`config.mk`:
```
export PLATFORM = sky130hd
export DESIGN_NAME = chained_slot_allocator_unit
export DESIGN_NICKNAME = d
export VERILOG_FILES = /design/src/hdl/csa_pkg.sv /design/src/hdl/csa_link_mem.sv /design/src/hdl/csa_seq.sv /design/src/hdl/chained_slot_allocator_unit.sv
export VERILOG_INCLUDE_DIRS = /design/src /design/src/hdl
export SDC_FILE = /design/constraint.sdc
export NUM_CORES = 2
export LEC_CHECK = 0
export ABC_CLOCK_PERIOD_IN_PS = 8450
export BUFFER_PORTS_ARGS = -buffer_cell sky130_fd_sc_hd__clkbuf_2
export CORE_ASPECT_RATIO = 0.8
export CORE_MARGIN = 2
export CORE_UTILIZATION = 40
export DETAILED_ROUTE_END_ITERATION = 7
export PLACE_DENSITY_LB_ADDON = 0.05
export SYNTH_ARGS = -nofsm -noshare
export SYNTH_HDL_FRONTEND = slang
export SYNTH_SLANG_ARGS = --single-unit
export TNS_END_PERCENT = 10
```
`constraint.sdc`:
```
create_clock -name i_clk -period 8.45 [get_ports i_clk]
set_input_delay 0.845 -clock i_clk [delete_from_list [all_inputs] [get_ports i_clk]]
set_output_delay 0.845 -clock i_clk [all_outputs]
set_load 0.005 [all_outputs]
```
`src/hdl/chained_slot_allocator_unit_macros.svh`:
```
// Assertion macros shared by the chained slot allocator RTL.
// Included by files that carry concurrent checks; no other dependencies.
`ifndef CHAINED_SLOT_ALLOCATOR_UNIT_MACROS_SVH
`define CHAINED_SLOT_ALLOCATOR_UNIT_MACROS_SVH

// Same-cycle implication, disabled while reset is asserted
`define CSA_ASSERT_IMPL(name, clk, rst_n, ante, cons) \
    name: assert property (@(posedge clk) disable iff (!rst_n) (ante) |-> (cons)) \
        else $error("csa check failed");

// Next-cycle implication, disabled while reset is asserted
`define CSA_ASSERT_NEXT(name, clk, rst_n, ante, cons) \
    name: assert property (@(posedge clk) disable iff (!rst_n) (ante) |=> (cons)) \
        else $error("csa check failed");

`endif

```
`src/hdl/csa_pkg.sv`:
```
// Package for the chained slot allocator: sizes, marks, codes, state and bus types.
// No dependencies; imported by every module of the block.
`default_nettype none

package csa_pkg;

    // Table and level sizing
    localparam int TABLE_SLOTS = 128;
    localparam int LEVELS      = 3;
    localparam int BASE_REGS   = 3;
    localparam int SLOT_W      = $clog2(TABLE_SLOTS);
    localparam int LVL_IDX_W   = (LEVELS > 1) ? $clog2(LEVELS) : 1;
    localparam int BASE_IDX_W  = $clog2(BASE_REGS);

    // Field widths fixed by the interface
    localparam int VAL_W     = 7;
    localparam int LVL_W     = 2;
    localparam int LINK_W    = 8;
    localparam int CFG_IDX_W = 3;

    // Link table marks
    localparam logic [LINK_W-1:0] FREE_MARK = 8'hFF;
    localparam logic [LINK_W-1:0] END_MARK  = 8'h80;
    localparam logic [LINK_W-1:0] SLOT_LIM  = LINK_W'(TABLE_SLOTS);

    localparam logic [VAL_W-1:0] STOCK_MAX  = 7'd127;
    localparam logic [VAL_W-1:0] BASE_RESET = 7'd1;

    // Operation codes
    localparam logic OP_ALLOC = 1'b0;
    localparam logic OP_FREE  = 1'b1;

    // Configuration register indexes
    localparam logic [CFG_IDX_W-1:0] CFG_BASE_A  = 3'd0;
    localparam logic [CFG_IDX_W-1:0] CFG_BASE_B  = 3'd1;
    localparam logic [CFG_IDX_W-1:0] CFG_BASE_C  = 3'd2;
    localparam logic [CFG_IDX_W-1:0] CFG_STOCK_A = 3'd3;
    localparam logic [CFG_IDX_W-1:0] CFG_STOCK_B = 3'd4;
    localparam logic [CFG_IDX_W-1:0] CFG_STOCK_C = 3'd5;

    // Sequencer states
    typedef enum logic [2:0] {
        S_IDLE,
        S_COUNT,
        S_LINK,
        S_LFIN,
        S_WALK
    } t_state;

    // Link table access for one cycle
    typedef struct packed {
        logic              we;
        logic [SLOT_W-1:0] waddr;
        logic [LINK_W-1:0] wdata;
        logic [SLOT_W-1:0] raddr;
    } t_mem_req;

endpackage

`default_nettype wire

```
`src/hdl/csa_link_mem.sv`:
```
// Link table memory: one write and one registered read per cycle.
// Per-entry valid bits make untouched entries read as free. Uses csa_pkg.
`default_nettype none

module csa_link_mem
    import csa_pkg::*;
(
    input  wire logic              i_clk,
    input  wire logic              i_rst_n,
    input  wire t_mem_req          i_req,
    output logic      [LINK_W-1:0] o_rdata
);

    logic [LINK_W-1:0]      r_mem [TABLE_SLOTS];
    logic [TABLE_SLOTS-1:0] r_valid;
    logic [LINK_W-1:0]      r_rd_q;
    logic                   r_rd_valid;
    logic                   r_hit;
    logic [LINK_W-1:0]      r_hit_data;

    // Write the array and register the read word
    always_ff @(posedge i_clk) begin
        if (i_req.we) begin
            r_mem[i_req.waddr] <= i_req.wdata;
        end
        r_rd_q     <= r_mem[i_req.raddr];
        r_hit_data <= i_req.wdata;
    end

    // Track written entries and same-address collisions
    always_ff @(posedge i_clk) begin
        if (!i_rst_n) begin
            r_valid    <= '0;
            r_rd_valid <= 1'b0;
            r_hit      <= 1'b0;
        end else begin
            if (i_req.we) begin
                r_valid[i_req.waddr] <= 1'b1;
            end
            r_rd_valid <= r_valid[i_req.raddr];
            r_hit      <= i_req.we && (i_req.waddr == i_req.raddr);
        end
    end

    // Forward a colliding write, else show free for unwritten entries
    assign o_rdata = r_hit ? r_hit_data : (r_rd_valid ? r_rd_q : FREE_MARK);

endmodule

`default_nettype wire

```
`src/hdl/csa_seq.sv`:
```
// Sequencer of the chained slot allocator: config registers, level stock,
// slot scan and chain walk driving the shared link table port. Uses csa_pkg.
`default_nettype none
`include "chained_slot_allocator_unit_macros.svh"

module csa_seq
    import csa_pkg::*;
(
    input  wire logic             i_clk,
    input  wire logic             i_rst_n,
    input  wire logic             i_start,
    input  wire logic             i_operation,
    input  wire logic [LVL_W-1:0] i_level_select,
    input  wire logic [VAL_W-1:0] i_operand_value,
    input  wire logic             i_cfg_we,
    input  wire logic [CFG_IDX_W-1:0] i_cfg_index,
    input  wire logic [VAL_W-1:0] i_cfg_wdata,
    input  wire logic [LINK_W-1:0] i_rdata,
    output t_mem_req              o_mem_req,
    output logic                  o_busy,
    output logic                  o_done,
    output logic                  o_success,
    output logic      [VAL_W-1:0] o_head_slot,
    output logic      [VAL_W-1:0] o_stock_left
);

    t_state r_state, n_state;

    logic [VAL_W-1:0]  r_base  [BASE_REGS];
    logic [VAL_W-1:0]  r_stock [LEVELS];

    logic [LVL_W-1:0]  r_lvl, n_lvl;
    logic [VAL_W-1:0]  r_val, n_val;
    logic [SLOT_W-1:0] r_scan, n_scan;
    logic [VAL_W-1:0]  r_cnt, n_cnt;
    logic [SLOT_W-1:0] r_prev, n_prev;
    logic [SLOT_W-1:0] r_head, n_head;
    logic              r_first, n_first;

    logic              r_done, n_done;
    logic              r_success, n_success;
    logic [VAL_W-1:0]  r_head_out, n_head_out;
    logic [VAL_W-1:0]  r_stock_out, n_stock_out;

    logic              stock_we;
    logic [VAL_W-1:0]  stock_wdata;

    logic              in_lvl_ok;
    logic [VAL_W-1:0]  in_stock;
    logic [VAL_W-1:0]  in_base;
    logic              alloc_bad;
    logic              free_bad;
    logic [VAL_W-1:0]  cur_stock;
    logic [VAL_W-1:0]  cur_base;
    logic [VAL_W-1:0]  stock_inc;
    logic              slot_free;
    logic              usable;
    logic              reached;
    logic              last_slot;
    logic              link_end;

    // Decode the incoming request
    assign in_lvl_ok = (int'(i_level_select) < LEVELS) && (int'(i_level_select) < BASE_REGS);
    assign in_stock  = in_lvl_ok ? r_stock[LVL_IDX_W'(i_level_select)] : '0;
    assign in_base   = in_lvl_ok ? r_base[BASE_IDX_W'(i_level_select)] : '0;
    assign alloc_bad = (i_operand_value == '0) || (in_stock < i_operand_value)
                       || ({1'b0, in_base} >= SLOT_LIM);
    assign free_bad  = {1'b0, i_operand_value} >= SLOT_LIM;

    // Shared scan/walk unit: one table word examined per cycle
    assign cur_stock = r_stock[LVL_IDX_W'(r_lvl)];
    assign cur_base  = r_base[BASE_IDX_W'(r_lvl)];
    assign stock_inc = (cur_stock == STOCK_MAX) ? cur_stock : cur_stock + 7'd1;
    assign slot_free = (i_rdata == FREE_MARK);
    assign usable    = slot_free && (LINK_W'(r_scan) != END_MARK);
    assign reached   = usable && ((r_cnt + 7'd1) == r_val);
    assign last_slot = (r_scan == SLOT_W'(TABLE_SLOTS - 1));
    assign link_end  = (i_rdata == END_MARK) || (i_rdata >= SLOT_LIM);

    // Next state
    always_comb begin
        n_state = r_state;
        unique case (r_state)
            S_IDLE: begin
                if (i_start && in_lvl_ok) begin
                    if (i_operation == OP_ALLOC) begin
                        n_state = alloc_bad ? S_IDLE : S_COUNT;
                    end else begin
                        n_state = free_bad ? S_IDLE : S_WALK;
                    end
                end
            end
            S_COUNT: begin
                if (reached) begin
                    n_state = S_LINK;
                end else if (last_slot) begin
                    n_state = S_IDLE;
                end
            end
            S_LINK: begin
                if (reached) begin
                    n_state = S_LFIN;
                end
            end
            S_LFIN: begin
                n_state = S_IDLE;
            end
            S_WALK: begin
                if (slot_free || link_end) begin
                    n_state = S_IDLE;
                end
            end
            default: begin
                n_state = S_IDLE;
            end
        endcase
    end

    // Datapath, table port and result
    always_comb begin
        n_lvl           = r_lvl;
        n_val           = r_val;
        n_scan          = r_scan;
        n_cnt           = r_cnt;
        n_prev          = r_prev;
        n_head          = r_head;
        n_first         = r_first;
        n_done          = 1'b0;
        n_success       = r_success;
        n_head_out      = r_head_out;
        n_stock_out     = r_stock_out;
        stock_we        = 1'b0;
        stock_wdata     = cur_stock;
        o_mem_req.we    = 1'b0;
        o_mem_req.waddr = r_prev;
        o_mem_req.wdata = FREE_MARK;
        unique case (r_state)
            S_IDLE: begin
                if (i_start) begin
                    n_lvl   = i_level_select;
                    n_val   = i_operand_value;
                    n_cnt   = '0;
                    n_first = 1'b1;
                    n_scan  = (i_operation == OP_ALLOC) ? SLOT_W'(in_base)
                                                        : SLOT_W'(i_operand_value);
                    // Reject at once: bad level, zero count, short stock, bad base, bad head
                    if (!in_lvl_ok || (i_operation == OP_ALLOC && alloc_bad)
                        || (i_operation == OP_FREE && free_bad)) begin
                        n_done      = 1'b1;
                        n_success   = 1'b0;
                        n_head_out  = '0;
                        n_stock_out = in_stock;
                    end
                end
            end
            S_COUNT: begin
                n_scan = r_scan + 1'b1;
                if (usable) begin
                    n_cnt = r_cnt + 7'd1;
                end
                if (reached) begin
                    // Enough free slots: rescan from the base and link
                    n_scan = SLOT_W'(cur_base);
                    n_cnt  = '0;
                end else if (last_slot) begin
                    n_done      = 1'b1;
                    n_success   = 1'b0;
                    n_head_out  = '0;
                    n_stock_out = cur_stock;
                end
            end
            S_LINK: begin
                n_scan = r_scan + 1'b1;
                if (usable) begin
                    if (r_cnt == '0) begin
                        n_head = r_scan;
                    end else begin
                        o_mem_req.we    = 1'b1;
                        o_mem_req.waddr = r_prev;
                        o_mem_req.wdata = LINK_W'(r_scan);
                    end
                    n_prev = r_scan;
                    n_cnt  = r_cnt + 7'd1;
                end
            end
            S_LFIN: begin
                // Close the chain and take the count from the stock
                o_mem_req.we    = 1'b1;
                o_mem_req.waddr = r_prev;
                o_mem_req.wdata = END_MARK;
                stock_we        = 1'b1;
                stock_wdata     = cur_stock - r_val;
                n_done          = 1'b1;
                n_success       = 1'b1;
                n_head_out      = VAL_W'(r_head);
                n_stock_out     = cur_stock - r_val;
            end
            S_WALK: begin
                if (slot_free) begin
                    // Head already free fails; a free successor ends the walk
                    n_done      = 1'b1;
                    n_success   = !r_first;
                    n_head_out  = '0;
                    n_stock_out = cur_stock;
                end else begin
                    o_mem_req.we    = 1'b1;
                    o_mem_req.waddr = r_scan;
                    o_mem_req.wdata = FREE_MARK;
                    stock_we        = 1'b1;
                    stock_wdata     = stock_inc;
                    n_first         = 1'b0;
                    if (link_end) begin
                        n_done      = 1'b1;
                        n_success   = 1'b1;
                        n_head_out  = '0;
                        n_stock_out = stock_inc;
                    end else begin
                        n_scan = SLOT_W'(i_rdata);
                    end
                end
            end
            default: begin
                n_done = 1'b0;
            end
        endcase
        o_mem_req.raddr = n_scan;
    end

    // Control registers
    always_ff @(posedge i_clk) begin
        if (!i_rst_n) begin
            r_state <= S_IDLE;
            r_done  <= 1'b0;
        end else begin
            r_state <= n_state;
            r_done  <= n_done;
        end
    end

    // Working and result registers
    always_ff @(posedge i_clk) begin
        r_lvl       <= n_lvl;
        r_val       <= n_val;
        r_scan      <= n_scan;
        r_cnt       <= n_cnt;
        r_prev      <= n_prev;
        r_head      <= n_head;
        r_first     <= n_first;
        r_success   <= n_success;
        r_head_out  <= n_head_out;
        r_stock_out <= n_stock_out;
    end

    // Configuration writes and level stock
    always_ff @(posedge i_clk) begin
        if (!i_rst_n) begin
            for (int k = 0; k < BASE_REGS; k++) begin
                r_base[k] <= BASE_RESET;
            end
            for (int k = 0; k < LEVELS; k++) begin
                r_stock[k] <= '0;
            end
        end else if (i_cfg_we) begin
            unique case (i_cfg_index) inside
                CFG_BASE_A, CFG_BASE_B, CFG_BASE_C: begin
                    r_base[BASE_IDX_W'(i_cfg_index)] <= i_cfg_wdata;
                end
                CFG_STOCK_A, CFG_STOCK_B, CFG_STOCK_C: begin
                    if (int'(i_cfg_index - CFG_STOCK_A) < LEVELS) begin
                        r_stock[LVL_IDX_W'(i_cfg_index - CFG_STOCK_A)] <= i_cfg_wdata;
                    end
                end
                default: begin
                    r_stock[0] <= r_stock[0];
                end
            endcase
        end else if (stock_we) begin
            r_stock[LVL_IDX_W'(r_lvl)] <= stock_wdata;
        end
    end

    assign o_busy       = (r_state != S_IDLE);
    assign o_done       = r_done;
    assign o_success    = r_success;
    assign o_head_slot  = r_head_out;
    assign o_stock_left = r_stock_out;

    // Checks
    `CSA_ASSERT_IMPL(a_done_when_idle, i_clk, i_rst_n, r_done, r_state == S_IDLE)
    `CSA_ASSERT_NEXT(a_accept_acts, i_clk, i_rst_n, i_start && r_state == S_IDLE, r_state != S_IDLE || r_done)
    `CSA_ASSERT_IMPL(a_count_below, i_clk, i_rst_n, r_state == S_COUNT, r_cnt < r_val)
    `CSA_ASSERT_IMPL(a_link_behind, i_clk, i_rst_n, r_state == S_LINK && o_mem_req.we, o_mem_req.waddr < r_scan)

endmodule

`default_nettype wire

```
`src/hdl/chained_slot_allocator_unit.sv`:
```
// Top level of the chained slot allocator: sequencer plus link table memory.
// Depends on csa_pkg, csa_seq and csa_link_mem.
`default_nettype none

// Usage:
// Request channel: drive i_operation, i_level_select and i_operand_value with
// i_start high; the request is taken at a clock edge where o_busy is low.
// Allocate (operation 0) links the first free slots at or above the level's
// base slot into a chain; free (operation 1) walks a chain from its head.
// Result channel: o_done is high for exactly one cycle with o_success,
// o_head_slot and o_stock_left; the receiver cannot stall, so sample it then.
// A request rejected on its level, count, stock, base or head answers in the
// cycle after it is taken. A successful allocate makes one pass from the base
// slot that counts free slots, a second pass that links them, and one step that
// closes the chain. An allocate that runs out of table answers once its count
// pass reaches the table end. Free frees one slot per step, with one more step
// when the walk stops on a free slot; a head already free fails. All steps are
// set by the single link table port. Configuration: i_cfg_we, i_cfg_index,
// i_cfg_wdata write a register at once; a stock start write also loads that
// stock. The user writes only while the block is idle; the block does not
// enforce it. Reset (synchronous, active low) makes every slot free, base
// slots 1 and stocks 0, and returns to idle with no result pending.
module chained_slot_allocator_unit
    import csa_pkg::*;
(
    input  wire logic                 i_clk,
    input  wire logic                 i_rst_n,
    input  wire logic                 i_start,
    output logic                      o_busy,
    input  wire logic                 i_operation,
    input  wire logic [LVL_W-1:0]     i_level_select,
    input  wire logic [VAL_W-1:0]     i_operand_value,
    output logic                      o_done,
    output logic                      o_success,
    output logic      [VAL_W-1:0]     o_head_slot,
    output logic      [VAL_W-1:0]     o_stock_left,
    input  wire logic                 i_cfg_we,
    input  wire logic [CFG_IDX_W-1:0] i_cfg_index,
    input  wire logic [VAL_W-1:0]     i_cfg_wdata
);

    t_mem_req          mem_req;
    logic [LINK_W-1:0] mem_rdata;

    // Sequencer
    csa_seq u_seq (
        .i_clk           (i_clk),
        .i_rst_n         (i_rst_n),
        .i_start         (i_start),
        .i_operation     (i_operation),
        .i_level_select  (i_level_select),
        .i_operand_value (i_operand_value),
        .i_cfg_we        (i_cfg_we),
        .i_cfg_index     (i_cfg_index),
        .i_cfg_wdata     (i_cfg_wdata),
        .i_rdata         (mem_rdata),
        .o_mem_req       (mem_req),
        .o_busy          (o_busy),
        .o_done          (o_done),
        .o_success       (o_success),
        .o_head_slot     (o_head_slot),
        .o_stock_left    (o_stock_left)
    );

    // Link table
    csa_link_mem u_link_mem (
        .i_clk   (i_clk),
        .i_rst_n (i_rst_n),
        .i_req   (mem_req),
        .o_rdata (mem_rdata)
    );

endmodule

`default_nettype wire

```
# After elaboration in Yosys (flattened, before gate mapping)
# Memories as Yosys holds them, arrays and structs flattened. A register that Yosys moved wholly into a read port is not among the register bits.
# Cells that the tools add are included.
# W data, S select, Z words.
# totals
register_bits	195
latch_bits	0
ramBits	1066
romBits	0
in_bits	24
output_inout_bits	17
word_cells	192
mem_count	3
# classes
add_sub_neg	6
mul	0
div_mod_pow	0
magnitude_cmp	7
eq_ne	26
shift	0
mux	98
bitwise_logic	3
reduce_logical	33
# memory_table
memory	words	width	read_ports	rd_clocked_by_memory_dff	write_ports	line_no	source
u_link_mem.r_mem	128	8	1	1	1	csa_link_mem.sv:14	logic [LINK_W-1:0] r_mem [TABLE_SLOTS];
u_seq.r_base	3	7	2	1	3	csa_seq.sv:29	logic [VAL_W-1:0] r_base [BASE_REGS];
u_seq.r_stock	3	7	2	1	3	csa_seq.sv:30	logic [VAL_W-1:0] r_stock [LEVELS];
# op_table
cell	n
$mux W7	28
$or A128 B128 Y128	1
$pmux W7 S4	3
$mux W16	3
$pmux W16 S3	1
$mux W1	41
$lt A32 B3 Y1 const B	1
$add A7 B1 Y7 const B	3
$pmux W7 S3	1
$reduce_or A7 Y1	3
$mux W3	6
$eq A8 B8 Y1 const B	2
$lt A7 B8 Y1 const B	2
$mux W8	2
$eq A7 B7 Y1	2
$eq A7 B7 Y1 const B	2
$logic_not A7 Y1	2
$pmux W7 S2	1
$eq A3 B2 Y1 const B	4
$pmux W3 S4	1
$mux W2	5
$ne A2 B1 Y1 const B	5
$eq A3 B3 Y1 const B	3
$ge A8 B8 Y1 const B	1
29 further kinds	50

# Depth between registers and ports, before layout
# depth
depth_word	11
mapped_depth	19
ltp_nobuf	13

# By module
# A second synthesis with hierarchy kept.
# unflattened
cells_unflattened	3172
hier_area_um2	52011.1
# modules_own_cells
mod	n_inst	cells_each	area_per_inst_um2	seq_area_each_um2
csa_link_mem	1	2522	44991.9	33672.3
csa_seq	1	650	7019.2	3323.2

# Least setup slack after synthesis
# No wires, ideal clock.
# synth_path
kind	flip-flop to flip-flop
startpoint	reg u_link_mem.r_hit
endpoint	mem u_link_mem.r_mem[0][1] (data pin)
setup_time_ps	802
arrival_time_ps	6091
required_ps	7648
path_slack_ps	1557
stages_incl_launch_ff	9
synth_period_minus_slack_ps	6893
path_cell_list	dfxtp_1 -> nand2b_1 -> o21bai_1 -> and2_1 -> and3_1 -> clkbuf_1 -> nand2_1 -> nor2_1 -> nor2_1
# synth_rtl
element	line_no	source
start: declaration	csa_link_mem.sv:18	logic r_hit;
start signal: assignment	csa_link_mem.sv:41	r_hit <= i_req.we && (i_req.waddr == i_req.raddr);
end: declaration	csa_link_mem.sv:14	

# Final worst setup path
# layout_path
startpoint	reg u_seq.r_cnt[0]
endpoint	reg u_link_mem.r_rd_valid
# layout_via
elab_chain_cells	7
# layout_rtl
element	line_no	source
start: declaration	csa_seq.sv:35	logic [VAL_W-1:0] r_cnt, n_cnt;
start signal: assignment	csa_seq.sv:245	r_cnt <= n_cnt;
$add A7 B1 Y7	csa_seq.sv:76	assign reached = usable && ((r_cnt + 7'd1) == r_val);
$eq A7 B7 Y1	csa_seq.sv:76	
$logic_and A1 B1 Y1	csa_seq.sv:76	
$mux W7	csa_seq.sv:161	if (reached) begin
$pmux W7 S4	csa_seq.sv:137	unique case (r_state)
$bmux W1 S7	csa_link_mem.sv:40	r_rd_valid <= r_valid[i_req.raddr];
$mux W1 (implied by the code)	csa_link_mem.sv:40	
end signal: assignment	csa_link_mem.sv:40	
end: declaration	csa_link_mem.sv:17	logic r_rd_valid;
# Every way passes these cells. The select of a mux whose other input is x is not followed.
# A chain may end at the register's enable or synchronous reset.

==> impl_results.md <==
- Outcome: finished clean
- Total wire length: 166000 um
- Nets@finish: 4538
- Critical Path End Type: register
- Post-CTS sizing: 0
- Fmax achieved: 160 MHz
- Final setup fails: 0
- Core area: 0.131 mm^2
- Post-Syn Area: 0.0530 mm^2
- Setup Skew: 0.0378 ns
- Reg2reg start: u_seq.r_cnt[0]$_DFFE_PP_
- H-tree levels: 4
- Seq/Total Area, Yosys: 69.9%
- Synth cell types: 79
- Relative slew slack: 14.4%
- Largest net degree at the start of global routing: 163
- DIE HEIGHT: 329 um
- Startpoint Class: register
- DIE AREA: 0.135 mm^2
- Hold buffer count at CTS: 0
- Sw Pwr: 4.70 mW
- Leakage power: 21.4 nW
- Worst hold path type: input pin to register
- Crit share post-route: 74.2%
- HP Start: i_operand_value[6]
- # fillers: 12100
- Starting Density: 40.3%
- TritonRoute pass-1 iters: 6
- Die W: 411 um
- Final setup TNS: 0 ns
- DRC: 0
- GRT Util Overall: 24.4%
- Most numerous cell in the Yosys netlist: nand2_1
- Fin worst setup slack: 2.18 ns
- Inst Count DP: 6104
- Placer congestion estimate: 0.832
- Clock power frac: 38.2%
- Crit Path Class: register to register
- DP HPWL: 96400 um
- MaxCap Viol Count: 0
- Via Count: 35200
- Met3 Usage GRT: 5.17%
- Actual slew at the worst max-slew pin: 1.28 ns
- CTS Buffer Depth: 3
- Fin. max-slew vios: 0
- Unrepaired setup endpoints after global routing: false
- Area share of the largest cell type after synthesis: 63.8%
- IO Pins: 41
- Post-CTS Setup Bufs: 0
- Syn_nets: 4540
- DP Area: 0.0551 mm^2
- Fin cells: 6363
- Via density: 5.53
- Design area: 0.0596 mm^2
- Comb pwr share: 17.7%
- Async set-reset flop share out of synthesis: 0%
- Synth-to-Final Area Change: 12.5%
- CTS tree: built
- Syn Inst Count: 4494
- Pwr dens: 265 mW/mm^2
- Vias in the first global route: 33200
- CP Launch Point: u_seq.r_cnt[0]$_DFFE_PP_
- Post-synth EDFFs: 1126
- Share of power burned in registers: 44.0%
- Hold WS: 0.314 ns
- Dominant synthesized flop cell: edfxtp_1
- PortBufs: 40
- Synth area leaders: edfxtp_1 64%, nand2_1 8.1%, dfxtp_1 6.0%, nand3_1 5.2%, nor2_1 2.8%
- Post-Place Worst Slack: 1.96 ns
- Post-layout min period: 6.27 ns
- Post-DRT Antenna Nets: 0
- Total power: 15.8 mW
- Global Route met1 Usage: 36.5%
- Clock Latency Late Sink: 0.77 ns
- Antenna violations before repair: 17
- Grt ovf: 0
- Pint: 11.1 mW
- # clock sinks: 1285
- VDD IR max: 0.211 mV
- Register bit count reported by yosys: 1285
- Layout Utilization: 45.3%
- Final hold vios: 0
- Switching share of power: 29.7%
- Synth Area per Inst: 11.8 um^2
- Crit-path max FO: 119
- Grt met2 use: 35.6%
- Initial drt markers: 3883
- Area taken by multi-input logic gates: 0.0147 mm^2
- Fraction of layout cells with a size suffix above 1: 8.75%
- Clk pin slew, worst setup/hold paths: 0.06 ns
- Worst path arrival time: 6.91 ns
- GR peak layer: met1
- First-pass GRT wire length: 240000 um
- Mean routed wirelength per cell: 26.0 um
- Rows: 119
- Critical path required time: 9.10 ns
- Sequential Area: 0.0370 mm^2
- CTS Buf Count: 139
- Flop2flop setup slack: 2.18 ns
- Commonest cells post-synth: 1136 x nand2_1, 1126 x edfxtp_1, 547 x nand3_1
- Post-synth top area cell: edfxtp_1
- CTS root buf: clkbuf_16
- YS warnings: 0
[final timing paths]
| path | end | cells after the start |
|---|---|---|
| hold reg to reg | u_link_mem.r_valid[121]$_SDFFE_PN0P_ | 1 |
| setup reg to reg | u_link_mem.r_rd_valid$_SDFF_PN0_ | 14 |
| hold / removal | u_seq.r_val[6]$_DFFE_PP_ | 1 |
| setup / recovery | u_link_mem.r_rd_valid$_SDFF_PN0_ | 14 |
[power groups by stage]
stage,clock (mW),combinational (mW),sequential (mW)
after CTS,6.16,2.82,6.96
after global routing,6.40,3.03,6.97
after global placement,0,2.82,7.10
final,6.05,2.80,6.97
after detailed placement,0,2.81,7.10
after floorplan,0,1.77,7.05
[critical path, cell delays in order, from the launching register on]
cell	delay (ns)
edfxtp_1	0.52
ha_1	0.30
or3b_1	0.37
o211a_1	0.13
o32a_1	0.52
or4_1	0.60
a31o_4	0.40
inv_8	0.69
buf_4	0.56
nand2_1	0.10
a32oi_1	0.34
o22ai_1	0.13
o41ai_1	0.78
o21ai_1	0.24
nor4_2	0.35
[routing by layer]
| layer | wire length, um | share of wire, % | vias up |
|---|---|---|---|
| met4 | 4130 | 2.5 | 8 |
| met1 | 77900 | 47 | 17600 |
| li1 | - | - | 16200 |
| met3 | 11800 | 7.2 | 238 |
| met2 | 71600 | 43 | 1154 |
| met5 | 59 | 0.036 | - |
[layout make-up]
cell class / instances / share of cell area, %
well taps: 1754 / 3.68
flip-flops and latches: 1285 / 62.1
clock buffers: 210 / 6.88
inverters: 43 / 0.300
clock inverters: 47 / 0.642
multi-input cells: 2889 / 24.6
repair buffers: 134 / 1.81
diodes: 1 / 0.00420
[cells in the final DEF, fill, tap and decap left out, types with 36 or more instances in the layout]
cell / Yosys / final
nand2_1: 1136 / 1135
edfxtp_1: 1126 / 1126
nand3_1: 547 / 547
nor2_1: 397 / 388
dfxtp_1: 159 / 159
a21oi_1: 149 / 149
clkbuf_16: 0 / 145
buf_4: 19 / 79
mux2i_1: 68 / 68
and3_1: 68 / 68
o21ai_0: 54 / 51
nand4_1: 42 / 42
clkbuf_1: 134 / 41
clkbuf_2: 0 / 39
inv_1: 38 / 38
a31oi_1: 38 / 36
[cell families (layout without fill, tap and decap cells)]
logic type               count (synthesis)  count (layout)  synth area share [%]
XOR/XNOR                                32              32                 0.529
other                                    0               1                     0
adder cells (fa/ha/maj)                 22              22                 0.534
buffers and inverters                  320             434                  2.70
multiplexers                            89              89                  2.03
AO/OA/AOI/OAI                          457             457                  5.65
flip-flops                            1285            1285                  69.9
AND/OR/NAND/NOR                       2289            2289                  18.7
[sequential cells by signal (all words and copies together) (netlist names), 8 cells and up, named ones only]
register / flops
u_link_mem.r_mem: 1024
u_link_mem.r_rd_q: 8
u_link_mem.r_valid: 128
u_seq.r_base: 28
u_seq.r_stock: 28
u_link_mem.r_hit_data: 8
No activity file was read; power rests on OpenSTA's default activity.
